## config.mk

```make
export PLATFORM = sky130hd
export DESIGN_NAME = tcw_ctrl
export DESIGN_NICKNAME = d
export VERILOG_FILES = /design/src/rtl/core/tcw_pkg.sv /design/src/rtl/core/tcw_ctrl.sv
export SDC_FILE = /design/constraint.sdc
export NUM_CORES = 1
export LEC_CHECK = 0
export BUFFER_PORTS_ARGS = -buffer_cell sky130_fd_sc_hd__buf_4
export CORE_AREA = 2 2 39 41
export CTS_BUF_LIST = sky130_fd_sc_hd__clkbuf_4 sky130_fd_sc_hd__clkbuf_8
export DETAILED_ROUTE_END_ITERATION = 16
export DIE_AREA = 0 0 41 43
export GPL_ROUTABILITY_DRIVEN = 1
export PLACE_DENSITY = 0.8
export SLEW_MARGIN = 10
export SYNTH_ARGS = -nofsm -noshare
export SYNTH_HDL_FRONTEND = slang
export SYNTH_SLANG_ARGS = --single-unit
```

## constraint.sdc

```tcl
create_clock -name clk_i -period 2.45 [get_ports clk_i]
set_clock_uncertainty 0.1 [all_clocks]
set_input_delay 0.1225 -clock clk_i [delete_from_list [all_inputs] [get_ports clk_i]]
set_output_delay 0.1225 -clock clk_i [all_outputs]
set_load 0.01 [all_outputs]
```

## src/rtl/core/tcw_pkg.sv

```systemverilog
package tcw_pkg;

  localparam int COLUMNS    = 80;
  localparam int ROWS       = 25;
  localparam int CELL_COUNT = COLUMNS * ROWS;

  localparam int COL_W  = 7;
  localparam int ROW_W  = 5;
  localparam int ADDR_W = 11;
  localparam int CELL_W = 16;
  localparam int CHAR_W = 8;
  localparam int COLOR_W = 4;

  localparam logic [CHAR_W-1:0] NEWLINE_CODE = 8'd10;
  localparam logic [CELL_W-1:0] BLANK_CELL   = 16'h0020;

  typedef enum logic {
    ACT_PUT  = 1'b0,
    ACT_READ = 1'b1
  } action_e;

  typedef enum logic {
    CFG_FOREGROUND = 1'b0,
    CFG_BACKGROUND = 1'b1
  } cfg_reg_e;

  typedef enum logic [1:0] {
    MEM_IDLE,
    MEM_READ,
    MEM_WRITE
  } mem_op_e;

  typedef enum logic [1:0] {
    ASEL_CURSOR,
    ASEL_INDEX,
    ASEL_SWEEP_SRC,
    ASEL_SWEEP
  } addr_sel_e;

  typedef enum logic [1:0] {
    WSEL_PUT,
    WSEL_PAINT,
    WSEL_COPY,
    WSEL_BLANK
  } wdata_sel_e;

  typedef struct packed {
    logic              action;
    logic [CHAR_W-1:0] char_code;
    logic [ADDR_W-1:0] cell_index;
  } in_word_t;

  typedef struct packed {
    logic              line_advanced;
    logic [COL_W-1:0]  cursor_column;
    logic [ROW_W-1:0]  cursor_row;
    logic [ADDR_W-1:0] cursor_address;
    logic [CELL_W-1:0] cell_value;
  } out_word_t;

  typedef struct packed {
    mem_op_e    mem_op;
    addr_sel_e  addr_sel;
    wdata_sel_e wdata_sel;
    logic       load_item;
    logic       col_inc;
    logic       line_next;
    logic       set_adv;
    logic       sweep_clr;
    logic       sweep_inc;
    logic       load_result;
  } cmd_t;

  typedef struct packed {
    logic is_read;
    logic is_newline;
    logic index_ok;
    logic col_last;
    logic row_last;
    logic sweep_copy_last;
    logic sweep_last;
    logic out_free;
  } status_t;

endpackage

```

## src/rtl/core/tcw_ctrl.sv

```systemverilog
module tcw_ctrl
  import tcw_pkg::*;
(
  input  logic    clk_i,
  input  logic    rst_ni,
  input  logic    in_valid_i,
  output logic    in_ready_o,
  input  status_t status_i,
  output cmd_t    cmd_o
);

  typedef enum logic [3:0] {
    ST_CLEAR,
    ST_IDLE,
    ST_DECODE,
    ST_READ,
    ST_PUT,
    ST_NEWLINE,
    ST_SCROLL_RD,
    ST_SCROLL_WR,
    ST_BLANK,
    ST_PAINT_RD,
    ST_PAINT_WR,
    ST_DONE
  } state_e;

  state_e state_q, state_d;

  always_ff @(posedge clk_i or negedge rst_ni) begin
    if (!rst_ni) begin
      state_q <= ST_CLEAR;
    end else begin
      state_q <= state_d;
    end
  end

  always_comb begin
    state_d         = state_q;
    in_ready_o      = 1'b0;
    cmd_o           = '0;
    cmd_o.mem_op    = MEM_IDLE;
    cmd_o.addr_sel  = ASEL_CURSOR;
    cmd_o.wdata_sel = WSEL_BLANK;

    unique case (state_q)
      ST_CLEAR: begin
        cmd_o.mem_op    = MEM_WRITE;
        cmd_o.addr_sel  = ASEL_SWEEP;
        cmd_o.wdata_sel = WSEL_BLANK;
        cmd_o.sweep_inc = 1'b1;
        if (status_i.sweep_last) begin
          state_d = ST_IDLE;
        end
      end
      ST_IDLE: begin
        in_ready_o      = 1'b1;
        cmd_o.load_item = in_valid_i;
        if (in_valid_i) begin
          state_d = ST_DECODE;
        end
      end
      ST_DECODE: begin
        priority if (status_i.is_read) begin
          state_d = ST_READ;
        end else if (status_i.is_newline) begin
          state_d = ST_NEWLINE;
        end else begin
          state_d = ST_PUT;
        end
      end
      ST_READ: begin
        if (status_i.index_ok) begin
          cmd_o.mem_op   = MEM_READ;
          cmd_o.addr_sel = ASEL_INDEX;
        end
        state_d = ST_DONE;
      end
      ST_PUT: begin
        cmd_o.mem_op    = MEM_WRITE;
        cmd_o.addr_sel  = ASEL_CURSOR;
        cmd_o.wdata_sel = WSEL_PUT;
        if (status_i.col_last) begin
          cmd_o.line_next = 1'b1;
          cmd_o.set_adv   = 1'b1;
          cmd_o.sweep_clr = status_i.row_last;
          state_d = status_i.row_last ? ST_SCROLL_RD : ST_PAINT_RD;
        end else begin
          cmd_o.col_inc = 1'b1;
          state_d = ST_PAINT_RD;
        end
      end
      ST_NEWLINE: begin
        cmd_o.line_next = 1'b1;
        cmd_o.set_adv   = 1'b1;
        cmd_o.sweep_clr = status_i.row_last;
        state_d = status_i.row_last ? ST_SCROLL_RD : ST_PAINT_RD;
      end
      ST_SCROLL_RD: begin
        cmd_o.mem_op   = MEM_READ;
        cmd_o.addr_sel = ASEL_SWEEP_SRC;
        state_d = ST_SCROLL_WR;
      end
      ST_SCROLL_WR: begin
        // move one cell up a row
        cmd_o.mem_op    = MEM_WRITE;
        cmd_o.addr_sel  = ASEL_SWEEP;
        cmd_o.wdata_sel = WSEL_COPY;
        cmd_o.sweep_inc = 1'b1;
        state_d = status_i.sweep_copy_last ? ST_BLANK : ST_SCROLL_RD;
      end
      ST_BLANK: begin
        cmd_o.mem_op    = MEM_WRITE;
        cmd_o.addr_sel  = ASEL_SWEEP;
        cmd_o.wdata_sel = WSEL_BLANK;
        cmd_o.sweep_inc = 1'b1;
        if (status_i.sweep_last) begin
          state_d = ST_PAINT_RD;
        end
      end
      ST_PAINT_RD: begin
        cmd_o.mem_op   = MEM_READ;
        cmd_o.addr_sel = ASEL_CURSOR;
        state_d = ST_PAINT_WR;
      end
      ST_PAINT_WR: begin
        // recolor the cell under the cursor, keep its character
        cmd_o.mem_op    = MEM_WRITE;
        cmd_o.addr_sel  = ASEL_CURSOR;
        cmd_o.wdata_sel = WSEL_PAINT;
        state_d = ST_DONE;
      end
      ST_DONE: begin
        // hold until the output register can take the word
        if (status_i.out_free) begin
          cmd_o.load_result = 1'b1;
          state_d = ST_IDLE;
        end
      end
      default: begin
        state_d = ST_IDLE;
      end
    endcase
  end

`ifndef SYNTHESIS
  a_clear_blocks_input: assert property (@(posedge clk_i) disable iff (!rst_ni)
    state_q == ST_CLEAR |-> !in_ready_o)
    else $error("item accepted during clearing pass");
  a_scroll_after_advance: assert property (@(posedge clk_i) disable iff (!rst_ni)
    (state_q == ST_SCROLL_RD && $past(state_q) != ST_SCROLL_WR) |-> $past(cmd_o.line_next))
    else $error("scroll started without a line advance");
  a_load_only_when_free: assert property (@(posedge clk_i) disable iff (!rst_ni)
    cmd_o.load_result |-> status_i.out_free)
    else $error("result loaded into a busy output register");
`endif

endmodule

```

==> results.toml <==
[clock_tree]
cts_tree = "yes"
clock_latency_ns = 0.24
post_cts_buffers = 0
cts_root_buffer = "clkbuf_4"
clkTransAtPathRegs_ns = 0.04
cts_buffers = 3
clock-sinks = 4
htreeDepth = 1
clk_path_buf_depth = 2

[finish]
diodes = 0
drive_gt1_share_pct = 35.8
final_cell_mix = "buf_4 (24), nand2_1 (8), nand2b_1 (6)"
final_common_cell = "buf_4"
area_growth_pct = 29.5
top_regs = "state_q x4"
largest_reg_flops = 4
finalNetCount = 108
regMostFlops = "state_q"

[setup_path]
crit_required_ns = 2.23
cp_slowest_stage_delay_ns = 0.64
worstPathCellList = "or3b_1 -> nor2_1 -> and2_1 -> buf_4"
critPathArrivalTime_ns = 1.78
cp_max_fo = 19
crit_slowest_cell = "dfrtp_1"
worst_setup_path_start_kind = "flip-flop"
cp-end-kind = "output port"
critical_path_class = "reg -> out"

[floorplan]
die_w_microns = 41
ioPinCount = 25
rows = 14
core_area_sq_um = 1380
die_y_microns = 43
start_util_pct = 41.3
dieArea_sq_um = 1760

[synthesis]
synth_area_leader_cell = "dfrtp_1"
synthArstFlopShare_pct = 100
netlist_area_sq_um = 572
synth_edf_count = 0
syn_inst = 76
ys_ff_latch = 4
netlist-cell-type-count = 37
synth_flop_cell = "dfrtp_1"
synth_area_per_cell_sq_um = 7.52
yosys_warnings = 0
synth.top_cells.by_area = "dfrtp_1 (18%), nand2b_1 (6.6%), nand2_1 (5.3%)"
syn_nets = 87
netlist.area_leader.share_pct = 17.5
seq_area_frac_synth_pct = 17.5

[sta]
rsz0062_at_grt = "false"
setup_viol = 0
maxSlewHeadroom_pct = 58.5
worst_pin_slew_ns = 0.622
hold_violations = 0
report.final.slew_viol_count = 0
setup_ws_ns = 0.451
finalHoldWorstSlack_ns = 0.0192
period_needed_ns = 2.00
max_freq_mhz = 500
final.setup.tns_ns = 0
period_share_pct = 81.6

[routing]
dr.max_layer_used = "met3"
wl_met2_microns = 644
drt-initial-drc-count = 2
drt-total-wl_microns = 1320
ant_nets = 0
vias = 617
first_pass_iters = 4
drt-met1-wl_microns = 601
wl_per_cell_microns = 11.9
drc = 0
wl_met3_microns = 74
viasPerCell = 5.56

[placement]
gp_congestion = 0.767
place_ws_ns = 0.706
portBuffers = 24
hpwlAfterDp_microns = 965

[global_routing]
grt_pass1_wl_microns = 2260
grt_max_degree = 23
overflow = 0
antenna_found_initial = 0
grt_use_total_pct = 18.6
grt_pass1_vias = 550

[worst_hold_path]
hold_path.class = "in -> reg"

[pwr]
p_per_area_nw_per_um2 = 1310
vdd_drop_max_mv = 0.755
p_leak_uw = 0.000323

[job]
maxCapViolations = 0

[run_status]
outcome = "finished, final reports clean"
[metrics by stage]
stage / cell area [sq um] / total power, uW / util, % / cells
after floorplan: 572 / 728 / - / 76
after global placement: 708 / 872 / 51.2 / 107
after detailed placement: 708 / 886 / 51.2 / 107
after CTS: 741 / 977 / 53.5 / 111
after global routing: 741 / 1070 / 53.5 / 111
final: 741 / 970 / 53.5 / 111
[final cells by class]
type / instances / area [sq um]
multi-input cells: 61 / 400
repair buffers: 25 / 190
clock buffers: 3 / 22.5
flip-flops and latches: 4 / 100
fillers: 132 / 643
well taps: 16 / 20.0
inverters: 2 / 7.51
[layer usage]
metal  GRT usage (%)  up-vias
met4            6.00        0
li1                -      313
met3            6.28        0
met2            25.9       21
met1            26.1      283
met5               0        -
[cells in the mapped netlist, types with 2 or more instances]
cell,instances
nor3_1,2
and2_1,3
buf_4,3
inv_1,2
nand2_1,8
nand2b_1,6
or3_1,2
dfrtp_1,4
a21oi_2,2
buf_6,2
buf_2,3
nor4_1,3
nor2_1,5
o21ai_1,2
nand3b_1,2
o21a_1,2
o32ai_1,2
o21ai_2,2
o21ai_0,3
[worst max-delay path, delay by kind of cell (launching register included)]
kind	cells	cell delay (ns)
buf+inv	1	0.11
simple gates	3	0.79
flops	1	0.64
[cell families after synthesis]
group / count (synthesis) / share of synthesized area [%]
AND/OR/NAND/NOR: 37 / 36.5
AO/OA/AOI/OAI: 21 / 28.2
buffers and inverters: 11 / 12.5
flip-flops: 4 / 17.5
multiplexers: 2 / 3.72
XOR/XNOR: 1 / 1.53
[worst paths after layout]
path,from,to,slack (ns),cells past startpoint
worst max-delay path,state_q[2],cmd_o[2],0.45,4
worst min-delay path,status_i[0],state_q[1],0.02,2
worst max register to register,state_q[3],state_q[1],0.71,4
worst min register to register,state_q[1],state_q[2],0.72,2
max in group asynchronous,rst_ni,state_q[0],2.03,2
min in group asynchronous,rst_ni,state_q[3],0.11,2
[timing repair]
action | 4_1_cts | 5_1_grt
gates resized for setup | 0 | 0
hold buffers | 1 | 0
endpoints found under the hold margin | 4 | 0
[power by group]
group / total, uW / internal (uW) / switching [uW]
Clock: 84.1 / 54.9 / 29.2
Combinational: 637 / 336 / 301
Sequential: 249 / 97.6 / 152
Note: power is estimated with default switching activity, not from simulation.
